File: src/rtl/spq_pkg.sv
// shared types, codes and the level to score table of the priority queue
package spq_pkg;

	localparam int TAG_W   = 16;
	localparam int SCORE_W = 7;
	localparam int LEVEL_W = 3;
	localparam int OCC_W   = 5;

	localparam logic MODE_INSERT = 1'b0;
	localparam logic MODE_REMOVE = 1'b1;

	typedef enum logic [1:0] {
		ST_OK    = 2'd0,
		ST_EMPTY = 2'd1,
		ST_FULL  = 2'd2
	} status_t;

	typedef struct packed {
		logic [TAG_W-1:0]   tag;
		logic [SCORE_W-1:0] score;
	} entry_t;

	// command broadcast to every cell of the chain
	typedef struct packed {
		logic   ins;
		logic   rem;
		entry_t fresh;
	} cmd_t;

	// levels outside one to five are clamped
	function automatic logic [SCORE_W-1:0] level_to_score(input logic [LEVEL_W-1:0] level);
		logic [SCORE_W-1:0] score;
		case (level)
			3'd0:    score = 7'd100;
			3'd1:    score = 7'd100;
			3'd2:    score = 7'd80;
			3'd3:    score = 7'd60;
			3'd4:    score = 7'd40;
			default: score = 7'd20;
		endcase
		return score;
	endfunction

endpackage

File: src/rtl/spq_if.sv
// valid/ready channels of the priority queue: request and response
interface spq_req_if;
	import spq_pkg::*;
	logic               valid;
	logic               ready;
	logic               mode;
	logic [LEVEL_W-1:0] urgency_level;
	logic [TAG_W-1:0]   entry_tag;

	modport source(output valid, output mode, output urgency_level, output entry_tag,
		input ready);
	modport sink(input valid, input mode, input urgency_level, input entry_tag,
		output ready);
endinterface

interface spq_rsp_if;
	import spq_pkg::*;
	logic               valid;
	logic               ready;
	logic [1:0]         status;
	logic [TAG_W-1:0]   removed_tag;
	logic [SCORE_W-1:0] removed_score;
	logic               head_valid;
	logic [TAG_W-1:0]   head_tag;
	logic [SCORE_W-1:0] head_score;
	logic [OCC_W-1:0]   occupancy;

	modport source(output valid, output status, output removed_tag, output removed_score,
		output head_valid, output head_tag, output head_score, output occupancy,
		input ready);
	modport sink(input valid, input status, input removed_tag, input removed_score,
		input head_valid, input head_tag, input head_score, input occupancy,
		output ready);
endinterface

File: src/rtl/spq_cell.sv
// one slot of the sorted chain: keeps, takes the new entry, or shifts
module spq_cell import spq_pkg::*; (
	input  logic   clk,
	input  cmd_t   cmd,
	input  logic   occ,
	input  logic   prev_ge,
	input  entry_t prev_entry,
	input  entry_t next_entry,
	output entry_t entry,
	output logic   ge
);

	entry_t entry_q;

	// stored entry ranks at or above the new one, so it stays put
	assign ge    = occ && (entry_q.score >= cmd.fresh.score);
	assign entry = entry_q;

	always_ff @(posedge clk) begin
		if (cmd.ins) begin
			if (!ge) begin
				if (prev_ge) begin
					entry_q <= cmd.fresh;
				end else begin
					entry_q <= prev_entry;
				end
			end
		end else if (cmd.rem) begin
			entry_q <= next_entry;
		end
	end

endmodule

File: src/rtl/stable_priority_queue.sv
// top level of the stable priority queue: cell chain, fill count, response register
// Bounded priority queue of DEPTH entries kept in descending score order in a
// chain of cells, one entry per cell. An insert beat turns its urgency level
// (clamped to one to five) into the score (6 - level) * 20 and lands behind
// every stored entry of equal or higher score, so equal scores leave in arrival
// order; a remove beat takes the head out. Every request gives one response
// beat with the status, the removed entry, the head and the occupancy after
// the step. All cells compare against the new score at once and shift in the
// same edge, and the response register lets a new request in while the
// previous response is being taken, so a beat per cycle is sustained while rsp
// ready stays high. Occupancy is reported in five bits, masked to that width.
module stable_priority_queue import spq_pkg::*; #(
	parameter int DEPTH = 16
) (
	input  logic       clk,
	input  logic       arst_n,
	spq_req_if.sink    req,
	spq_rsp_if.source  rsp
);

	localparam int CW = $clog2(DEPTH + 1);

	logic [CW-1:0]      count_q;
	logic               rsp_valid_q;
	status_t            status_q;
	logic [TAG_W-1:0]   removed_tag_q;
	logic [SCORE_W-1:0] removed_score_q;

	logic   accept;
	logic   full;
	logic   empty;
	cmd_t   cmd;
	entry_t cell_entry [DEPTH];
	logic   cell_ge    [DEPTH];

	assign full   = (count_q == CW'(DEPTH));
	assign empty  = (count_q == '0);
	assign accept = req.valid && req.ready;

	assign req.ready = !rsp_valid_q || rsp.ready;

	assign cmd.ins         = accept && (req.mode == MODE_INSERT) && !full;
	assign cmd.rem         = accept && (req.mode == MODE_REMOVE) && !empty;
	assign cmd.fresh.tag   = req.entry_tag;
	assign cmd.fresh.score = level_to_score(req.urgency_level);

	for (genvar i = 0; i < DEPTH; i++) begin : g_cell
		logic   occ;
		logic   prev_ge;
		entry_t prev_entry;
		entry_t next_entry;

		assign occ = (CW'(i) < count_q);

		if (i == 0) begin : g_first
			assign prev_ge    = 1'b1;
			assign prev_entry = cmd.fresh;
		end else begin : g_rest
			assign prev_ge    = cell_ge[i-1];
			assign prev_entry = cell_entry[i-1];
		end

		if (i == DEPTH - 1) begin : g_last
			assign next_entry = cell_entry[i];
		end else begin : g_mid
			assign next_entry = cell_entry[i+1];
		end

		spq_cell u_cell (
			.clk        (clk),
			.cmd        (cmd),
			.occ        (occ),
			.prev_ge    (prev_ge),
			.prev_entry (prev_entry),
			.next_entry (next_entry),
			.entry      (cell_entry[i]),
			.ge         (cell_ge[i])
		);
	end

	always_ff @(posedge clk or negedge arst_n) begin
		if (!arst_n) begin
			count_q     <= '0;
			rsp_valid_q <= 1'b0;
		end else begin
			if (cmd.ins) begin
				count_q <= count_q + CW'(1);
			end else if (cmd.rem) begin
				count_q <= count_q - CW'(1);
			end
			if (accept) begin
				rsp_valid_q <= 1'b1;
			end else if (rsp.ready) begin
				rsp_valid_q <= 1'b0;
			end
		end
	end

	always_ff @(posedge clk) begin
		if (accept) begin
			if (req.mode == MODE_INSERT) begin
				status_q <= full ? ST_FULL : ST_OK;
			end else begin
				status_q <= empty ? ST_EMPTY : ST_OK;
			end
			removed_tag_q   <= cmd.rem ? cell_entry[0].tag : '0;
			removed_score_q <= cmd.rem ? cell_entry[0].score : '0;
		end
	end

	// head comes straight from the chain and occupancy from the fill count, both only move on a beat
	assign rsp.valid         = rsp_valid_q;
	assign rsp.status        = status_q;
	assign rsp.removed_tag   = removed_tag_q;
	assign rsp.removed_score = removed_score_q;
	assign rsp.head_valid    = !empty;
	assign rsp.head_tag      = empty ? '0 : cell_entry[0].tag;
	assign rsp.head_score    = empty ? '0 : cell_entry[0].score;
	assign rsp.occupancy     = OCC_W'(count_q);

endmodule

File: src/flat_wrapper.sv
// flat-port wrapper written by rule: the top's interface ports become plain ports
module stable_priority_queue_flat import spq_pkg::*;
#(
	parameter int DEPTH = 16
)
  (clk, arst_n, req_valid, req_mode, req_urgency_level, req_entry_tag, req_ready, rsp_valid, rsp_status, rsp_removed_tag, rsp_removed_score, rsp_head_valid, rsp_head_tag, rsp_head_score, rsp_occupancy, rsp_ready);
  spq_req_if req_i ();
  spq_rsp_if rsp_i ();
  input  logic clk;
  input  logic arst_n;
  input wire logic [$bits(req_i.valid)-1:0] req_valid;
  input wire logic [$bits(req_i.mode)-1:0] req_mode;
  input wire logic [$bits(req_i.urgency_level)-1:0] req_urgency_level;
  input wire logic [$bits(req_i.entry_tag)-1:0] req_entry_tag;
  output wire logic [$bits(req_i.ready)-1:0] req_ready;
  output wire logic [$bits(rsp_i.valid)-1:0] rsp_valid;
  output wire logic [$bits(rsp_i.status)-1:0] rsp_status;
  output wire logic [$bits(rsp_i.removed_tag)-1:0] rsp_removed_tag;
  output wire logic [$bits(rsp_i.removed_score)-1:0] rsp_removed_score;
  output wire logic [$bits(rsp_i.head_valid)-1:0] rsp_head_valid;
  output wire logic [$bits(rsp_i.head_tag)-1:0] rsp_head_tag;
  output wire logic [$bits(rsp_i.head_score)-1:0] rsp_head_score;
  output wire logic [$bits(rsp_i.occupancy)-1:0] rsp_occupancy;
  input wire logic [$bits(rsp_i.ready)-1:0] rsp_ready;
  assign req_i.valid = req_valid;
  assign req_i.mode = req_mode;
  assign req_i.urgency_level = req_urgency_level;
  assign req_i.entry_tag = req_entry_tag;
  assign req_ready = req_i.ready;
  assign rsp_valid = rsp_i.valid;
  assign rsp_status = rsp_i.status;
  assign rsp_removed_tag = rsp_i.removed_tag;
  assign rsp_removed_score = rsp_i.removed_score;
  assign rsp_head_valid = rsp_i.head_valid;
  assign rsp_head_tag = rsp_i.head_tag;
  assign rsp_head_score = rsp_i.head_score;
  assign rsp_occupancy = rsp_i.occupancy;
  assign rsp_i.ready = rsp_ready;
  stable_priority_queue #(.DEPTH(DEPTH)) u_core (.clk(clk), .arst_n(arst_n), .req(req_i), .rsp(rsp_i));
endmodule
File: config.mk
export PLATFORM = sky130hd
export DESIGN_NAME = stable_priority_queue_flat
export DESIGN_NICKNAME = d
export VERILOG_FILES = /design/src/rtl/spq_pkg.sv /design/src/rtl/spq_if.sv /design/src/rtl/spq_cell.sv /design/src/rtl/stable_priority_queue.sv /design/src/flat_wrapper.sv
export SDC_FILE = /design/constraint.sdc
export NUM_CORES = 1
export LEC_CHECK = 0
export BUFFER_PORTS_ARGS = -buffer_cell sky130_fd_sc_hd__buf_2
export CORE_AREA = 2 2 270 219
export DETAILED_ROUTE_END_ITERATION = 12
export DIE_AREA = 0 0 272 221
export PLACE_DENSITY = 0.54
export SLEW_MARGIN = 20
export SYNTH_ARGS = -nofsm -noshare
export SYNTH_HDL_FRONTEND = slang
export SYNTH_SLANG_ARGS = --single-unit
File: constraint.sdc
create_clock -name clk -period 9.6 [get_ports clk]
set_input_delay 1.44 -clock clk [delete_from_list [all_inputs] [get_ports clk]]
set_output_delay 1.44 -clock clk [all_outputs]
set_load 0.01 [all_outputs]
==> flow_metrics.py <==
metrics = {
    "cells_and_area": {
        "nNetsFinal": 2240,
        "design_area_um2": 23900,
        "n_antenna_cell": 0,
        "drive_above_1_share": 0.105,
        "area_growth_pct": 11.0,
    },
    "floorplanning": {
        "row_count": 79,
        "fp.coreArea_um2": 57400,
        "dieArea_um2": 60100,
        "die_w_um": 272,
        "design.portCount": 80,
        "dieHeight_um": 221,
        "start_util": 0.375,
    },
    "sta": {
        "period_share": 0.476,
        "slew_violations": 0,
        "setup_viol_count_final": 0,
        "fmax_ghz": 0.219,
        "rsz0062_at_grt": "false",
        "fin_setup_tns_ns": 0,
        "final_hold_viol_count": 0,
        "period_minus_slack_ns": 4.57,
        "fin_worst_skew_ns": 0.0276,
        "slew_headroom": 0.268,
        "holdWs_ns": 0.527,
        "tightest_slew_ns": 1.09,
    },
    "run": {
        "cap_viol_max_count": 0,
    },
    "routing": {
        "drtIter0Drc": 1259,
        "vias_per_cell": 5.51,
        "drt_wl_total_um": 56900,
        "ant_nets": 0,
        "wl_per_cell_um": 19.4,
        "drcViolationCount": 0,
        "drt_pass1_iterations": 6,
        "num_vias": 16200,
    },
    "setup_path": {
        "cp_max_fo": 25,
        "cp.arrival_ns": 4.76,
        "critical_path_class": "in2reg",
        "worstPathRequired_ns": 9.79,
        "reg2reg_slack_ns": 5.58,
        "cp-start-kind": "input port",
        "crit_path_end_kind": "flop",
    },
    "yosys": {
        "synth_top_area_frac": 0.548,
        "synthArstFlopShare": 0.0150,
        "ys_seq_elements": 399,
        "yosysUniqueCellTypes": 57,
        "ys_warn_count": 0,
        "synth_top_family_by_area": "compound AO/OA/AOI/OAI gates",
        "synthFlopType": "edfxtp_1",
        "yosysSeqAreaShare": 0.555,
        "synth_fa_ha_area_frac": 0.0482,
        "synth_area_leader_cell": "edfxtp_1",
        "synthSimpleGateAreaFrac": 0.150,
        "syn_nets": 2235,
        "synth-xor-area-share": 0.00163,
        "synth_cells": 2128,
        "syn_avg_cell_area_um2": 10.1,
        "synth-edff-count": 393,
        "synth_compound_area_frac": 0.153,
        "syn_area_um2": 21600,
        "synth_mux_area_frac": 0.0535,
        "synth.area.top_cells": "edfxtp_1, a21oi_1, nand2_1",
    },
    "place": {
        "place_area_um2": 22500,
        "dp_hpwl_um": 38900,
        "portBuffers": 79,
        "gp_congestion": 0.822,
    },
    "grt": {
        "grtUsageTotal": 0.187,
        "antenna_found_initial": 0,
        "grt_max_degree": 186,
        "grt_overflow": 0,
        "grt_pass1_wl_um": 91300,
        "grt_pass1_vias": 16500,
    },
    "cts": {
        "cts_tree": "built",
        "clkLatencyLatePin_ns": 0.58,
        "hold_buffers": 0,
        "cts_root_buffer": "clkbuf_16",
        "cts.clk_slew.worst_paths_ns": 0.06,
        "htreeDepth": 2,
        "cts_setup_buffers": 0,
        "cts_sinks": 399,
        "cts_buffer_depth": 3,
        "cts.repair.resized": 0,
        "numCtsBuffers": 43,
    },
    "status": {
        "status": "finished clean",
    },
    "power": {
        "peakVddDrop_mv": 0.142,
        "p_leak_nw": 9.49,
        "power_density_nw_per_um2": 236,
    },
    "hold_path": {
        "hold_path.class": "reg2reg",
    },
}
## flip-flops by register name, indices dropped and copies added (netlist names)
register / flops
u_core.g_cell.u_cell.entry: 368
u_core.rsp.removed_tag: 16
u_core.rsp.removed_score: 7
u_core.rsp.occupancy: 5
u_core.rsp.status: 2
u_core.rsp.valid: 1
## synthesized netlist by cell type (2+ instances only)
cell type and instances:
o21a_1 10, o21ai_0 100, o21ai_2 2, mux2_2 17, nor4bb_1 11, nand4_1 2
mux2i_1 95, nand3_1 41, edfxtp_1 393, o21ai_1 23, o211ai_1 8, buf_1 3
nand2_2 2, and2_1 27, nand2b_1 10, a21o_1 21, nor2_1 234, ha_1 83
clkbuf_1 83, o41ai_1 3, a21oi_1 362, buf_2 59, nor2b_1 37, dfrtp_1 6
buf_6 6, inv_1 27, o221ai_1 5, o31a_1 9, xor2_1 2, and3_1 12
buf_4 7, o31ai_1 3, xnor2_1 2, a221o_1 20, nand2_1 381
## cell type report
class | instances | area [um^2]
Fill cell | 5610 | 33500
Tap cell | 769 | 962
Clock inverter | 24 | 208
Inverter | 27 | 101
Multi-Input combinational cell | 1544 | 8850
Timing Repair Buffer | 118 | 712
Sequential cell | 399 | 12000
Clock buffer | 53 | 1130
## critical path, stage by stage
cell      delay (ns)
buf_2           0.13
a21o_1          0.18
buf_4           0.21
inv_1           0.65
ha_1            0.39
o211ai_1        0.19
a21oi_1         0.08
o21ai_2         0.13
buf_4           0.36
nand2_1         0.13
nand2_1         0.84
## metal layers
metal / vias to the layer above / routed length (um) / share of wire / GRT usage
met5: - / 0 / 0 / 0
met4: 0 / 1050 / 0.019 / 0.0471
met3: 74 / 2400 / 0.042 / 0.0246
met2: 345 / 25900 / 0.45 / 0.296
met1: 8092 / 27600 / 0.48 / 0.270
li1: 7658 / - / - / -
## report_power, final
part	leakage (nW)	switching [mW]	internal [mW]	total (mW)
clock	0.659	0.718	0.922	1.64
combinational	5.07	0.982	0.522	1.50
sequential	3.76	0.208	2.29	2.50
total	9.49	1.91	3.74	5.64
## through the flow
step | instances | util | total power [mW] | setup WS, ns
after floorplan | 2128 | - | 3.58 | 3.91
after global placement | 2856 | 0.392 | 4.00 | 4.33
after detailed placement | 2856 | 0.392 | 4.04 | 4.27
after CTS | 2933 | 0.416 | 5.68 | 4.87
after global routing | 2934 | 0.417 | 5.97 | 4.85
final | 2934 | 0.417 | 5.64 | 5.03
## cell usage in the layout (no fill, tap or decap), types with 2 or more instances in the layout
cell / count
a21o_1: 21
a21oi_1: 361
a221o_1: 20
and2_1: 27
and3_1: 12
buf_2: 79
buf_4: 36
bufinv_16: 3
clkbuf_1: 9
clkbuf_16: 44
clkinv_1: 6
clkinv_2: 11
clkinvlp_4: 2
dfrtp_1: 6
edfxtp_1: 393
ha_1: 83
inv_1: 27
mux2_2: 17
mux2i_1: 95
nand2_1: 379
nand2_2: 4
nand2b_1: 8
nand2b_2: 2
nand3_1: 41
nand4_1: 2
nor2_1: 233
nor2b_1: 37
nor4bb_1: 11
o211ai_1: 8
o21a_1: 10
o21ai_0: 90
o21ai_1: 22
o21ai_2: 10
o21ai_4: 3
o221ai_1: 5
o31a_1: 9
o31ai_1: 3
o41ai_1: 3
xnor2_1: 2
xor2_1: 2
## logic make-up (layout without fill, tap and decap cells)
family                     after synthesis  count (layout)
xor gates and xnor gates                 4               4
and+or+nand+nor                        764             764
adders and majority gates               83              83
DFF                                    399             399
buffers and inverters                  185             222
muxes                                  113             113
AOI/OAI and AO/OA                      580             580
## worst paths after layout
kind | from | cells past startpoint | to
min in group asynchronous | arst_n | 1 | u_core.rsp.occupancy[3]
worst max register to register | u_core.rsp.occupancy[4] | 6 | u_core.g_cell[2].u_cell.entry[6]
max in group asynchronous | arst_n | 1 | u_core.rsp.occupancy[1]
worst min register to register | u_core.g_cell[15].u_cell.entry[14] | 2 | u_core.g_cell[14].u_cell.entry[14]
worst min-delay path | u_core.g_cell[15].u_cell.entry[14] | 2 | u_core.g_cell[14].u_cell.entry[14]
worst max-delay path | req_urgency_level[0] | 11 | u_core.g_cell[2].u_cell.entry[17]
Power figures use the tool's default switching activity.
